<file path="config.mk">
export PLATFORM = sky130hd
export DESIGN_NAME = sliding_window_price_volume_unit
export DESIGN_NICKNAME = d
export VERILOG_FILES = /design/src/hdl/swpv_pkg.sv /design/src/hdl/sliding_window_price_volume_unit.sv /design/src/hdl/swpv_ring.sv /design/src/hdl/swpv_table.sv
export SDC_FILE = /design/constraint.sdc
export NUM_CORES = 2
export LEC_CHECK = 0
export ABC_AREA = 1
export ABC_CLOCK_PERIOD_IN_PS = 36900
export BUFFER_PORTS_ARGS = -buffer_cell sky130_fd_sc_hd__buf_2
export CAP_MARGIN = 40
export CORE_UTILIZATION = 49
export CTS_CLUSTER_DIAMETER = 200
export DETAILED_ROUTE_END_ITERATION = 7
export HOLD_SLACK_MARGIN = 0.05
export PLACE_DENSITY = 0.63
export SYNTH_ARGS = -nofsm -noshare
export SYNTH_HDL_FRONTEND = slang
export SYNTH_HIERARCHICAL = 1
export SYNTH_SLANG_ARGS = --single-unit
</file>
<file path="constraint.sdc">
create_clock -name clk -period 36.9 [get_ports clk]
set_input_delay 7.38 -clock clk [delete_from_list [all_inputs] [get_ports clk]]
set_output_delay 7.38 -clock clk [all_outputs]
set_load 0.02 [all_outputs]
</file>
<file path="src/hdl/swpv_pkg.sv">
// ----------------------------------------------------------------------------
// swpv_pkg
// Shared types and constants for the sliding window price/volume unit.
// ----------------------------------------------------------------------------
package swpv_pkg;

  // Default number of trades held in the window.
  localparam int unsigned DefaultWindow = 20;

  // Fixed payload widths.
  localparam int unsigned PriceW = 32;
  localparam int unsigned VolW   = 32;
  localparam int unsigned TotW   = 37;
  localparam int unsigned CountW = 5;

  // Largest value a count output can show.
  localparam int unsigned CountMax = 31;

  // Sequencer states.
  typedef enum logic [2:0] {
    ST_IDLE,
    ST_FIND_NEW,
    ST_ADD,
    ST_FIND_OLD,
    ST_SUB,
    ST_HOLD
  } state_t;

  // Control from the sequencer to the price table.
  typedef struct packed {
    logic lookup;
    logic wr_en;
    logic set_valid;
    logic clr_valid;
  } tbl_cmd_t;

endpackage

</file>
<file path="src/hdl/sliding_window_price_volume_unit.sv">
// ----------------------------------------------------------------------------
// sliding_window_price_volume_unit
// Windowed volume-by-price table with eviction of the oldest trade.
// ----------------------------------------------------------------------------
// Usage:
//   Requests (price, volume) enter on in_valid/in_ready; one result per
//   request leaves on out_valid/out_ready. Each trade is added to the total
//   for its price and stored in a ring of the last WINDOW trades; once the
//   ring is full, the oldest trade is evicted and subtracted from its price.
//   Each request passes through the sequencer states in order: the idle
//   state that accepts it, then two key matches, each followed by a
//   read-modify-write of the total memory; a new request is accepted only
//   once the sequencer is back in the idle state.
//   A result sits in the output register while the next request is being
//   processed; if the receiver still stalls when the next result is ready,
//   the sequencer holds it and accepts nothing until the register frees.
//   Reset empties the ring and the table at once; no clearing pass is run.
// ----------------------------------------------------------------------------
module sliding_window_price_volume_unit #(
  parameter int unsigned WINDOW = swpv_pkg::DefaultWindow
) (
  input  logic                          clk,
  input  logic                          rst,
  input  logic                          in_valid,
  output logic                          in_ready,
  input  logic [swpv_pkg::PriceW-1:0]   price,
  input  logic [swpv_pkg::VolW-1:0]     volume,
  output logic                          out_valid,
  input  logic                          out_ready,
  output logic [swpv_pkg::TotW-1:0]     total_at_price,
  output logic                          evicted,
  output logic [swpv_pkg::PriceW-1:0]   evicted_price,
  output logic [swpv_pkg::VolW-1:0]     evicted_volume,
  output logic [swpv_pkg::TotW-1:0]     evicted_price_total,
  output logic [swpv_pkg::CountW-1:0]   distinct_prices,
  output logic [swpv_pkg::CountW-1:0]   window_fill
);

  localparam int unsigned SlotW = (WINDOW > 1) ? $clog2(WINDOW) : 1;
  localparam int unsigned FillW = $clog2(WINDOW + 1);
  localparam int unsigned IdxW  = $clog2(WINDOW + 1);
  localparam int unsigned UseW  = $clog2(WINDOW + 2);
  localparam int unsigned SumW  = FillW + 1;
  localparam int unsigned TotW  = swpv_pkg::TotW;

  swpv_pkg::state_t   state;
  swpv_pkg::state_t   state_next;
  swpv_pkg::tbl_cmd_t tcmd;

  // Request registers and ring state.
  logic [swpv_pkg::PriceW-1:0] p_r;
  logic [swpv_pkg::VolW-1:0]   v_r;
  logic                        ev_r;
  logic [SlotW-1:0]            oldest_slot;
  logic [FillW-1:0]            fill_count;
  logic [TotW-1:0]             sum_r;
  logic [IdxW-1:0]             new_idx;

  // Held result.
  logic [TotW-1:0]             res_tot;
  logic                        res_ev;
  logic [swpv_pkg::PriceW-1:0] res_ep;
  logic [swpv_pkg::VolW-1:0]   res_ev_vol;
  logic [TotW-1:0]             res_ep_tot;
  logic [UseW-1:0]             res_used;
  logic [FillW-1:0]            res_fill;

  // Ring and table connections.
  logic [swpv_pkg::PriceW-1:0] ring_price;
  logic [swpv_pkg::VolW-1:0]   ring_volume;
  logic                        ring_wr;
  logic [SlotW-1:0]            ring_slot;
  logic [swpv_pkg::PriceW-1:0] tkey;
  logic                        t_hit;
  logic                        t_found;
  logic [IdxW-1:0]             t_idx;
  logic [TotW-1:0]             t_rd;
  logic [TotW-1:0]             t_wr;
  logic [UseW-1:0]             t_used;

  // Arithmetic of the two update steps.
  logic [TotW-1:0]             add_sum;
  logic [TotW-1:0]             sub_rem;
  logic                        sub_do;
  logic [SumW-1:0]             slot_sum;
  logic [TotW-1:0]             c_tot;
  logic [TotW-1:0]             c_ep_tot;
  logic [UseW-1:0]             c_used;
  logic [FillW-1:0]            c_fill;
  logic                        load_out;

  swpv_ring #(.WINDOW(WINDOW)) u_ring (
    .clk       (clk),
    .wr_en     (ring_wr),
    .wr_addr   (ring_slot),
    .wr_price  (p_r),
    .wr_volume (v_r),
    .rd_addr   (oldest_slot),
    .rd_price  (ring_price),
    .rd_volume (ring_volume)
  );

  swpv_table #(.WINDOW(WINDOW)) u_table (
    .clk      (clk),
    .rst      (rst),
    .cmd      (tcmd),
    .key      (tkey),
    .wr_idx   (t_idx),
    .wr_total (t_wr),
    .hit      (t_hit),
    .found    (t_found),
    .idx      (t_idx),
    .rd_total (t_rd),
    .used     (t_used)
  );

  // Datapath for the add and subtract steps.
  always_comb begin
    add_sum  = (t_hit ? t_rd : '0) + TotW'(v_r);
    sub_do   = ev_r && t_hit;
    sub_rem  = (t_rd > TotW'(ring_volume)) ? (t_rd - TotW'(ring_volume)) : '0;
    slot_sum = SumW'(oldest_slot) + SumW'(fill_count);
    if (ev_r) begin
      ring_slot = oldest_slot;
    end else if (slot_sum >= SumW'(WINDOW)) begin
      ring_slot = SlotW'(slot_sum - SumW'(WINDOW));
    end else begin
      ring_slot = SlotW'(slot_sum);
    end
    if (sub_do && (t_idx == new_idx)) begin
      c_tot = sub_rem;
    end else begin
      c_tot = sum_r;
    end
    c_ep_tot = sub_do ? sub_rem : '0;
    c_used   = (sub_do && (sub_rem == '0)) ? (t_used - UseW'(1)) : t_used;
    c_fill   = ev_r ? fill_count : (fill_count + FillW'(1));
    load_out = !out_valid || out_ready;
  end

  // Next state.
  always_comb begin
    state_next = state;
    case (state)
      swpv_pkg::ST_IDLE:     if (in_valid) state_next = swpv_pkg::ST_FIND_NEW;
      swpv_pkg::ST_FIND_NEW: state_next = swpv_pkg::ST_ADD;
      swpv_pkg::ST_ADD:      state_next = swpv_pkg::ST_FIND_OLD;
      swpv_pkg::ST_FIND_OLD: state_next = swpv_pkg::ST_SUB;
      swpv_pkg::ST_SUB:      state_next = load_out ? swpv_pkg::ST_IDLE : swpv_pkg::ST_HOLD;
      swpv_pkg::ST_HOLD:     if (load_out) state_next = swpv_pkg::ST_IDLE;
      default:               state_next = swpv_pkg::ST_IDLE;
    endcase
  end

  // State outputs.
  always_comb begin
    in_ready = 1'b0;
    ring_wr  = 1'b0;
    tcmd     = '0;
    tkey     = p_r;
    t_wr     = add_sum;
    case (state)
      swpv_pkg::ST_IDLE: begin
        in_ready = 1'b1;
      end
      swpv_pkg::ST_FIND_NEW: begin
        tcmd.lookup = 1'b1;
      end
      swpv_pkg::ST_ADD: begin
        tcmd.wr_en     = t_found;
        tcmd.set_valid = !t_hit && t_found;
      end
      swpv_pkg::ST_FIND_OLD: begin
        tkey        = ring_price;
        tcmd.lookup = 1'b1;
      end
      swpv_pkg::ST_SUB: begin
        t_wr           = sub_rem;
        tcmd.wr_en     = sub_do;
        tcmd.clr_valid = sub_do && (sub_rem == '0);
        ring_wr        = 1'b1;
      end
      default: begin
      end
    endcase
  end

  // Control registers.
  always_ff @(posedge clk) begin
    if (rst) begin
      state       <= swpv_pkg::ST_IDLE;
      oldest_slot <= '0;
      fill_count  <= '0;
      out_valid   <= 1'b0;
    end else begin
      state <= state_next;
      if (state == swpv_pkg::ST_SUB) begin
        fill_count <= c_fill;
        if (ev_r) begin
          oldest_slot <= (SumW'(oldest_slot) + SumW'(1) >= SumW'(WINDOW)) ? '0
                         : oldest_slot + SlotW'(1);
        end
      end
      if (((state == swpv_pkg::ST_SUB) || (state == swpv_pkg::ST_HOLD)) && load_out) begin
        out_valid <= 1'b1;
      end else if (out_ready) begin
        out_valid <= 1'b0;
      end
    end
  end

  // Request and step payload registers.
  always_ff @(posedge clk) begin
    if (state == swpv_pkg::ST_IDLE && in_valid) begin
      p_r  <= price;
      v_r  <= volume;
      ev_r <= (fill_count >= FillW'(WINDOW));
    end
    if (state == swpv_pkg::ST_ADD) begin
      sum_r   <= add_sum;
      new_idx <= t_idx;
    end
    if (state == swpv_pkg::ST_SUB) begin
      res_tot    <= c_tot;
      res_ev     <= ev_r;
      res_ep     <= ev_r ? ring_price : '0;
      res_ev_vol <= ev_r ? ring_volume : '0;
      res_ep_tot <= c_ep_tot;
      res_used   <= c_used;
      res_fill   <= c_fill;
    end
  end

  // Output register; counts saturate at the port width.
  always_ff @(posedge clk) begin
    if (state == swpv_pkg::ST_SUB && load_out) begin
      total_at_price      <= c_tot;
      evicted             <= ev_r;
      evicted_price       <= ev_r ? ring_price : '0;
      evicted_volume      <= ev_r ? ring_volume : '0;
      evicted_price_total <= c_ep_tot;
      distinct_prices     <= (32'(c_used) > swpv_pkg::CountMax) ? '1
                             : swpv_pkg::CountW'(c_used);
      window_fill         <= (32'(c_fill) > swpv_pkg::CountMax) ? '1
                             : swpv_pkg::CountW'(c_fill);
    end else if (state == swpv_pkg::ST_HOLD && load_out) begin
      total_at_price      <= res_tot;
      evicted             <= res_ev;
      evicted_price       <= res_ep;
      evicted_volume      <= res_ev_vol;
      evicted_price_total <= res_ep_tot;
      distinct_prices     <= (32'(res_used) > swpv_pkg::CountMax) ? '1
                             : swpv_pkg::CountW'(res_used);
      window_fill         <= (32'(res_fill) > swpv_pkg::CountMax) ? '1
                             : swpv_pkg::CountW'(res_fill);
    end
  end

endmodule

</file>
<file path="src/hdl/swpv_ring.sv">
// ----------------------------------------------------------------------------
// swpv_ring
// Trade ring memory: one write port and one registered read port.
// ----------------------------------------------------------------------------
module swpv_ring #(
  parameter int unsigned WINDOW = swpv_pkg::DefaultWindow
) (
  input  logic                                          clk,
  input  logic                                          wr_en,
  input  logic [((WINDOW > 1) ? $clog2(WINDOW) : 1)-1:0] wr_addr,
  input  logic [swpv_pkg::PriceW-1:0]                   wr_price,
  input  logic [swpv_pkg::VolW-1:0]                     wr_volume,
  input  logic [((WINDOW > 1) ? $clog2(WINDOW) : 1)-1:0] rd_addr,
  output logic [swpv_pkg::PriceW-1:0]                   rd_price,
  output logic [swpv_pkg::VolW-1:0]                     rd_volume
);

  localparam int unsigned DataW = swpv_pkg::PriceW + swpv_pkg::VolW;

  logic [DataW-1:0] mem [WINDOW];
  logic [DataW-1:0] rd_data;

  // Write port.
  always_ff @(posedge clk) begin
    if (wr_en) begin
      mem[wr_addr] <= {wr_price, wr_volume};
    end
  end

  // Registered read port.
  always_ff @(posedge clk) begin
    rd_data <= mem[rd_addr];
  end

  assign rd_price  = rd_data[DataW-1:swpv_pkg::VolW];
  assign rd_volume = rd_data[swpv_pkg::VolW-1:0];

endmodule

</file>
<file path="src/hdl/swpv_table.sv">
// ----------------------------------------------------------------------------
// swpv_table
// Price table: key match over the stored prices, a total memory with a
// registered read, valid bits and a count of occupied entries.
// ----------------------------------------------------------------------------
module swpv_table #(
  parameter int unsigned WINDOW = swpv_pkg::DefaultWindow
) (
  input  logic                                  clk,
  input  logic                                  rst,
  input  swpv_pkg::tbl_cmd_t                    cmd,
  input  logic [swpv_pkg::PriceW-1:0]           key,
  input  logic [$clog2(WINDOW+1)-1:0]           wr_idx,
  input  logic [swpv_pkg::TotW-1:0]             wr_total,
  output logic                                  hit,
  output logic                                  found,
  output logic [$clog2(WINDOW+1)-1:0]           idx,
  output logic [swpv_pkg::TotW-1:0]             rd_total,
  output logic [$clog2(WINDOW+2)-1:0]           used
);

  localparam int unsigned Depth = WINDOW + 1;
  localparam int unsigned IdxW  = $clog2(WINDOW + 1);
  localparam int unsigned UseW  = $clog2(WINDOW + 2);

  logic [swpv_pkg::PriceW-1:0] price [Depth];
  logic [Depth-1:0]            valid;
  logic [swpv_pkg::TotW-1:0]   mem [Depth];

  logic            m_hit;
  logic [IdxW-1:0] m_idx;
  logic            f_any;
  logic [IdxW-1:0] f_idx;
  logic [IdxW-1:0] rd_addr;

  // Match the key against every entry; also find the first free entry.
  always_comb begin
    m_hit = 1'b0;
    m_idx = '0;
    f_any = 1'b0;
    f_idx = '0;
    for (int i = 0; i < Depth; i++) begin
      if (valid[i] && (price[i] == key) && !m_hit) begin
        m_hit = 1'b1;
        m_idx = IdxW'(i);
      end
      if (!valid[i] && !f_any) begin
        f_any = 1'b1;
        f_idx = IdxW'(i);
      end
    end
    rd_addr = m_hit ? m_idx : f_idx;
  end

  // Latch the lookup outcome.
  always_ff @(posedge clk) begin
    if (cmd.lookup) begin
      hit   <= m_hit;
      found <= m_hit | f_any;
      idx   <= rd_addr;
    end
  end

  // Total memory.
  always_ff @(posedge clk) begin
    rd_total <= mem[rd_addr];
    if (cmd.wr_en) begin
      mem[wr_idx] <= wr_total;
    end
  end

  // Stored keys for newly occupied entries.
  always_ff @(posedge clk) begin
    if (cmd.set_valid) begin
      price[wr_idx] <= key;
    end
  end

  // Occupancy bits and count.
  always_ff @(posedge clk) begin
    if (rst) begin
      valid <= '0;
      used  <= '0;
    end else if (cmd.set_valid) begin
      valid[wr_idx] <= 1'b1;
      used          <= used + UseW'(1);
    end else if (cmd.clr_valid) begin
      valid[wr_idx] <= 1'b0;
      used          <= used - UseW'(1);
    end
  end

endmodule

</file>
# ---- Yosys cells after proc, flatten, opt, wreduce, memory -nomap -nowiden
# Memories as Yosys holds them, arrays and structs flattened. A register that Yosys moved wholly into a read port is not among the register bits.
# Index checks and enable logic that the tools add are counted.
dict set report word_totals {
  reg_bits 452
  mem_bits_rw 2729
  inputBits 68
  out_inout_bits 151
  memories 3
}
# name words word_bits read_ports rd_clocked_by_memory_dff wr line_no
set mem_list {}
lappend mem_list {u_ring.mem 20 64 1 1 1 swpv_ring.sv:20} ;# logic [DataW-1:0] mem [WINDOW];
lappend mem_list {u_table.mem 21 37 1 1 1 swpv_table.sv:28} ;# logic [swpv_pkg::TotW-1:0] mem [Depth];
lappend mem_list {u_table.price 21 32 21 0 1 swpv_table.sv:26} ;# logic [swpv_pkg::PriceW-1:0] price [Depth];
dict set report classes {
  n_addsub 9
  magnitude_cmp 6
  eq_ne 29
  n_mux 134
  bitwise_logic 4
  reduce_logical 141
}
# cell count
set ops {}
lappend ops {{equality test 32 bit} 21}
lappend ops {{two-way mux 37 bit} 9}
lappend ops {{two-way mux 32 bit} 7}
lappend ops {{two-way mux 5 bit} 22}
lappend ops {{logical AND 1 bit} 70}
lappend ops {{two-way mux 4 bit} 16}
lappend ops {{zero test 1 bit} 61}
lappend ops {{two-way mux 1 bit} 60}
lappend ops {{two-way mux 21 bit} 2}
lappend ops {{adder 37 x 32 -> 37 bit} 1}
lappend ops {{greater-than comparator 37 x 32 -> 1 bit} 1}
lappend ops {{zero test 37 bit} 1}
lappend ops {{subtractor 37 x 32 -> 37 bit} 1}
lappend ops {{two-way mux 3 bit} 11}
lappend ops {{bitwise AND 21 bit} 1}
lappend ops {{inverter 21 bit} 1}
lappend ops {{OR 21 bit} 1}
lappend ops {{one-hot mux 3 bit (6 select lines)} 1}
lappend ops {{adder 5 x 1 -> 5 bit, second input constant} 3}
lappend ops {{>= comparator 6 x 5 -> 1 bit, second input constant} 2}
lappend ops {{two-way mux 2 bit} 4}
lappend ops {{adder 5 x 1 -> 6 bit, second input constant} 1}
lappend ops {{adder 5 x 5 -> 6 bit} 1}
lappend ops {{equality test 3 x 2 -> 1 bit, second input constant} 2}
lappend ops {{17 further kinds} 23}

# ---- Depth between registers and ports, before layout
dict set report logic_depth {
  depth_word 66
  ltp_mapped 35
  depth_no_buf 30
}

# ---- Modules after synthesis
# The synthesis kept the hierarchy.
# module n_inst cells_each area_per_inst_um2
set modules_own_cells {}
lappend modules_own_cells {swpv_table 1 5880 66229.8}
lappend modules_own_cells {swpv_ring 1 4273 52222.6}
lappend modules_own_cells {sliding_window_price_volume_unit 1 2574 22686.8}

# ---- Worst setup path after synthesis
# Ideal clock, no wire load.
dict set report synth_path {
  path_kind {in2reg}
  start {input port out_ready}
  end {register distinct_prices[0] (netlist name), enable pin}
  setup_time_ps 841
  arrival_ps 17505
  required_ps 36059
  path_slack_ps 18554
  stages 2
  path_cell_list {nor2_1 > nor3_1}
}
dict set report synth_between {
  elab_chain_len 3
  elab_cells_between_ends 4
}
# item line_no
set synth_lines {}
lappend synth_lines {{from (decl)} sliding_window_price_volume_unit.sv:29} ;# input logic out_ready,
lappend synth_lines {{logical OR 1 bit (*)} sliding_window_price_volume_unit.sv:138} ;# load_out = !out_valid || out_ready;
lappend synth_lines {{logical AND 1 bit, on equally long branches} {sliding_window_price_volume_unit.sv:236, sliding_window_price_volume_unit.sv:246}}
lappend synth_lines {{nonzero test 2 bit (no line) (*)} --}
lappend synth_lines {{to (signal assigned)} sliding_window_price_volume_unit.sv:242} ;# distinct_prices <= (32'(c_used) > swpv_pkg::CountMax) ? '1
lappend synth_lines {{to (signal assigned)} sliding_window_price_volume_unit.sv:252} ;# distinct_prices <= (32'(res_used) > swpv_pkg::CountMax) ? '1
lappend synth_lines {{to (decl)} sliding_window_price_volume_unit.sv:35} ;# output logic [swpv_pkg::CountW-1:0] distinct_prices,
# Mark *: on every way between the ends. The rest lies on a longest branch, timed or not.
# A chain may end at the register's enable or synchronous reset.

# ---- Final worst setup path
dict set report layout_path {
  start {register state[0]}
  end {output port in_ready}
}
dict set report layout_between {
  elab_chain_len 2
}
# item line_no
set layout_lines {}
lappend layout_lines {{from (decl)} sliding_window_price_volume_unit.sv:46} ;# swpv_pkg::state_t state;
lappend layout_lines {{from (signal assigned)} sliding_window_price_volume_unit.sv:191} ;# state <= swpv_pkg::ST_IDLE;
lappend layout_lines {{from (signal assigned)} sliding_window_price_volume_unit.sv:196} ;# state <= state_next;
lappend layout_lines {{zero test 3 bit} sliding_window_price_volume_unit.sv:162} ;# case (state)
lappend layout_lines {{two-way mux 1 bit} sliding_window_price_volume_unit.sv:162}
lappend layout_lines {{to (decl)} sliding_window_price_volume_unit.sv:25} ;# output logic in_ready,
# Every way passes these cells.

==> results.toml <==
[worst_setup_path]
slowest_delay_ns = 0.58
arrival_ns = 2.44
cp_max_fo = 5
cp_slowest_cell = "nor2_1"
crit_type = "reg -> out"
cp_top_family = "simple AND/OR/NAND/NOR gates"
crit_buf_inv = 2
end_kind = "output port"
start_kind = "flop"
required_ns = 29.52
crit_top_cell = "nor2_1"
crit_chain = "nor2_1, inv_1, nor2_1, buf_2"

[power]
vdd.ir_drop.worst_mv = 0.0479
power_mw = 8.13
leakage_nw = 60.4
powerDensity_nw_per_um2 = 51.2

[synthesis]
netlist_area_sq_um = 141000
yosysSeqAreaShare_pct = 68.8
synth-seq-cells = 3282
async_flop_share_pct = 0
ys_warn_count = 6
ys_types = 75
synth_top_flop_cell = "edfxtp_1"
syn_inst = 12700
syn_nets = 12900
synth_edf_count = 3141
postSynthAreaPerCell_sq_um = 11.1

[route]
drt-total-wl_um = 431000
routed_via_density = 5.79
wl_per_cell_um = 25.4
firstDrtPassIters = 8
dr_total_vias = 98400
first_iter_violations = 12200
drc_errors = 0
drtAntennaViolNets = 0

[sta]
fin_crit_sh_pct = 26.6
hold_viol_final = 0
rsz0062_at_grt = "no"
slew_headroom_pct = 21.3
finalSetupViolations = 0
fin_skew_ns = 0.109
tns_ns = 0
drv_slew = 0
period_needed_ns = 9.82
worst_pin_slew_ns = 1.18
fmax_mhz = 102

[floorplanning]
dieWidth_um = 539
die_area_sq_um = 290000
io-pin-count = 219
fp.dieH_um = 539
start_util_pct = 49.4
design.core.area_sq_um = 286000
fp-row-count = 196

[grt]
grt_max_degree = 226
grt_overflow = 0
antenna_found_initial = 20
grt_use_total_pct = 29.1
grt_pass1_wl_um = 625000
grt_pass1_vias = 93100

[final_layout]
final_nets = 13100
fill_cells = 23600
design_area_sq_um = 159000
syn_to_final_growth_pct = 12.6
final_cell_mix = "nand2_1 (3521), edfxtp_1 (3141), nand3_1 (1642)"
final_layout_size_suffix_gt1_share_pct = 9.39
final_common_cell = "nand2_1"

[clock_tree]
hold_buffers = 0
cts_root_buf = "clkbuf_16"
clkLatencyLatePin_ns = 0.97
htree_levels = 5
clock_sinks = 3282
cts_tree = "built"
cts.path.max_buffers = 4
cts_made_buffers = 342
cts_post_setup_buffers_inserted = 0
path_clk_slew_ns = 0.06
cts_resized = 0

[placed_design]
dp_hpwl_um = 248000
routabilityCongestion = 0.922
portBuffers = 218
placed_area_sq_um = 148000

[hold_path]
hold_path_class = "reg -> reg"

[run]
max-cap-violations = 0

[run_status]
outcome = "completed"
[metal layers]
layer,vias up,track usage (%),routed length [um]
met5,-,0,38
met4,6,13.0,21000
met3,917,3.97,41900
met2,5235,44.8,193000
met1,48300,41.4,175000
li1,44000,-,-
[where the power goes]
group,switching (mW),total [mW],leakage [nW],internal [mW]
clock,1.47,3.38,5.35,1.91
sequential,0.0464,4.23,29.5,4.19
combinational,0.392,0.512,25.6,0.121
[synthesized netlist by cell type (17+ instances only)]
cell type  count  area share (%)
xor2_1       109            0.68
edfxtp_1    3141              67
a21oi_1      158            0.56
buf_2        311             1.1
nand2_1     3525             9.4
buf_4         56            0.30
a221oi_1      31            0.19
xnor2_1      160            0.99
nand2_2       17           0.075
or2_2         44            0.20
mux2_2        32            0.26
o22ai_1      139            0.62
o21ai_0      484             1.7
clkbuf_1     213            0.57
nand3b_1     159            0.85
o21ai_1       69            0.24
nor4_1        28            0.12
buf_1         50            0.13
inv_1       1165             3.1
nor2_1       594             1.6
o211ai_1      50            0.27
buf_6         21            0.17
nand3_1     1642             5.8
nand4_1       71            0.31
dfxtp_1      141             2.0
a22o_1        18            0.11
a211oi_1      24            0.13
ha_1          79            0.70
nor3_1        33            0.12
inv_2         39            0.10
[tightest hold or removal path, stage by stage, from the launching register on]
cell and delay [ns]:
edfxtp_1 0.32, nand2_1 0.05, o21ai_0 0.06
[registers in the layout, summed over array words and instances, names as in the netlist, 32 cells and up, named ones only]
| register | count |
|---|---|
| u_ring/mem | 1280 |
| u_table/mem | 777 |
| res_tot | 37 |
| u_table/rd_total | 37 |
| u_table/price | 672 |
| v_r | 32 |
| res_ep | 32 |
| sum_r | 37 |
| evicted_volume | 32 |
| p_r | 32 |
| u_ring/rd_data | 64 |
| res_ev_vol | 32 |
| total_at_price | 37 |
| evicted_price_total | 37 |
| res_ep_tot | 37 |
| evicted_price | 32 |
[path summary, 6_finish.rpt]
kind	start	end	slack, ns	cells past startpoint
worst min register to register	res_ep[25]$_DFFE_PP_	evicted_price[25]$_DFFE_PP_	0.51	2
worst max register to register	state[0]$_SDFFE_PP0P_	u_table/rd_total[4]$_DFF_P_	28.33	37
worst min-delay path	res_ep[25]$_DFFE_PP_	evicted_price[25]$_DFFE_PP_	0.51	2
worst max-delay path	state[0]$_SDFFE_PP0P_	in_ready	27.08	4
[per-stage QoR]
step                      instances  setup WS, ns  hold slack [ns]  util [%]
after global placement        16300         26.90            0.479      51.1
after detailed placement      16400         27.16            0.488      51.7
after floorplan               12700         18.55            0.421         -
after global routing          17000         27.06            0.521      55.6
after CTS                     17000         27.09            0.496      55.6
final                         17000         27.08            0.506      55.6
[kinds of logic (layout without fill, tap and decap cells)]
kind of cell    after synthesis  count (layout)  share of synthesized area [%]
flops                      3282            3282                           68.8
xor+xnor                    269             269                           1.67
mux                          32              32                          0.255
compound gates             1038            1038                           4.24
buf+inv                    1858            2354                           5.48
simple gates               6165            6165                           18.8
fa+ha+maj                    83              83                          0.757
other cells                   0               5                              0
[area by class of cell]
cell class                 count  area (sq um)  area share [%]
sequential                  3282         97200            61.2
multi-input combinational   7587         36800            23.1
clock buffer                 478          9490            5.98
tap                         3762          4710            2.96
timing repair buffer         518          4640            2.92
inverter                    1207          4570            2.88
clock inverter               151          1530           0.961
antenna                        5          12.5         0.00788
(Power assumes the default switching activity.)
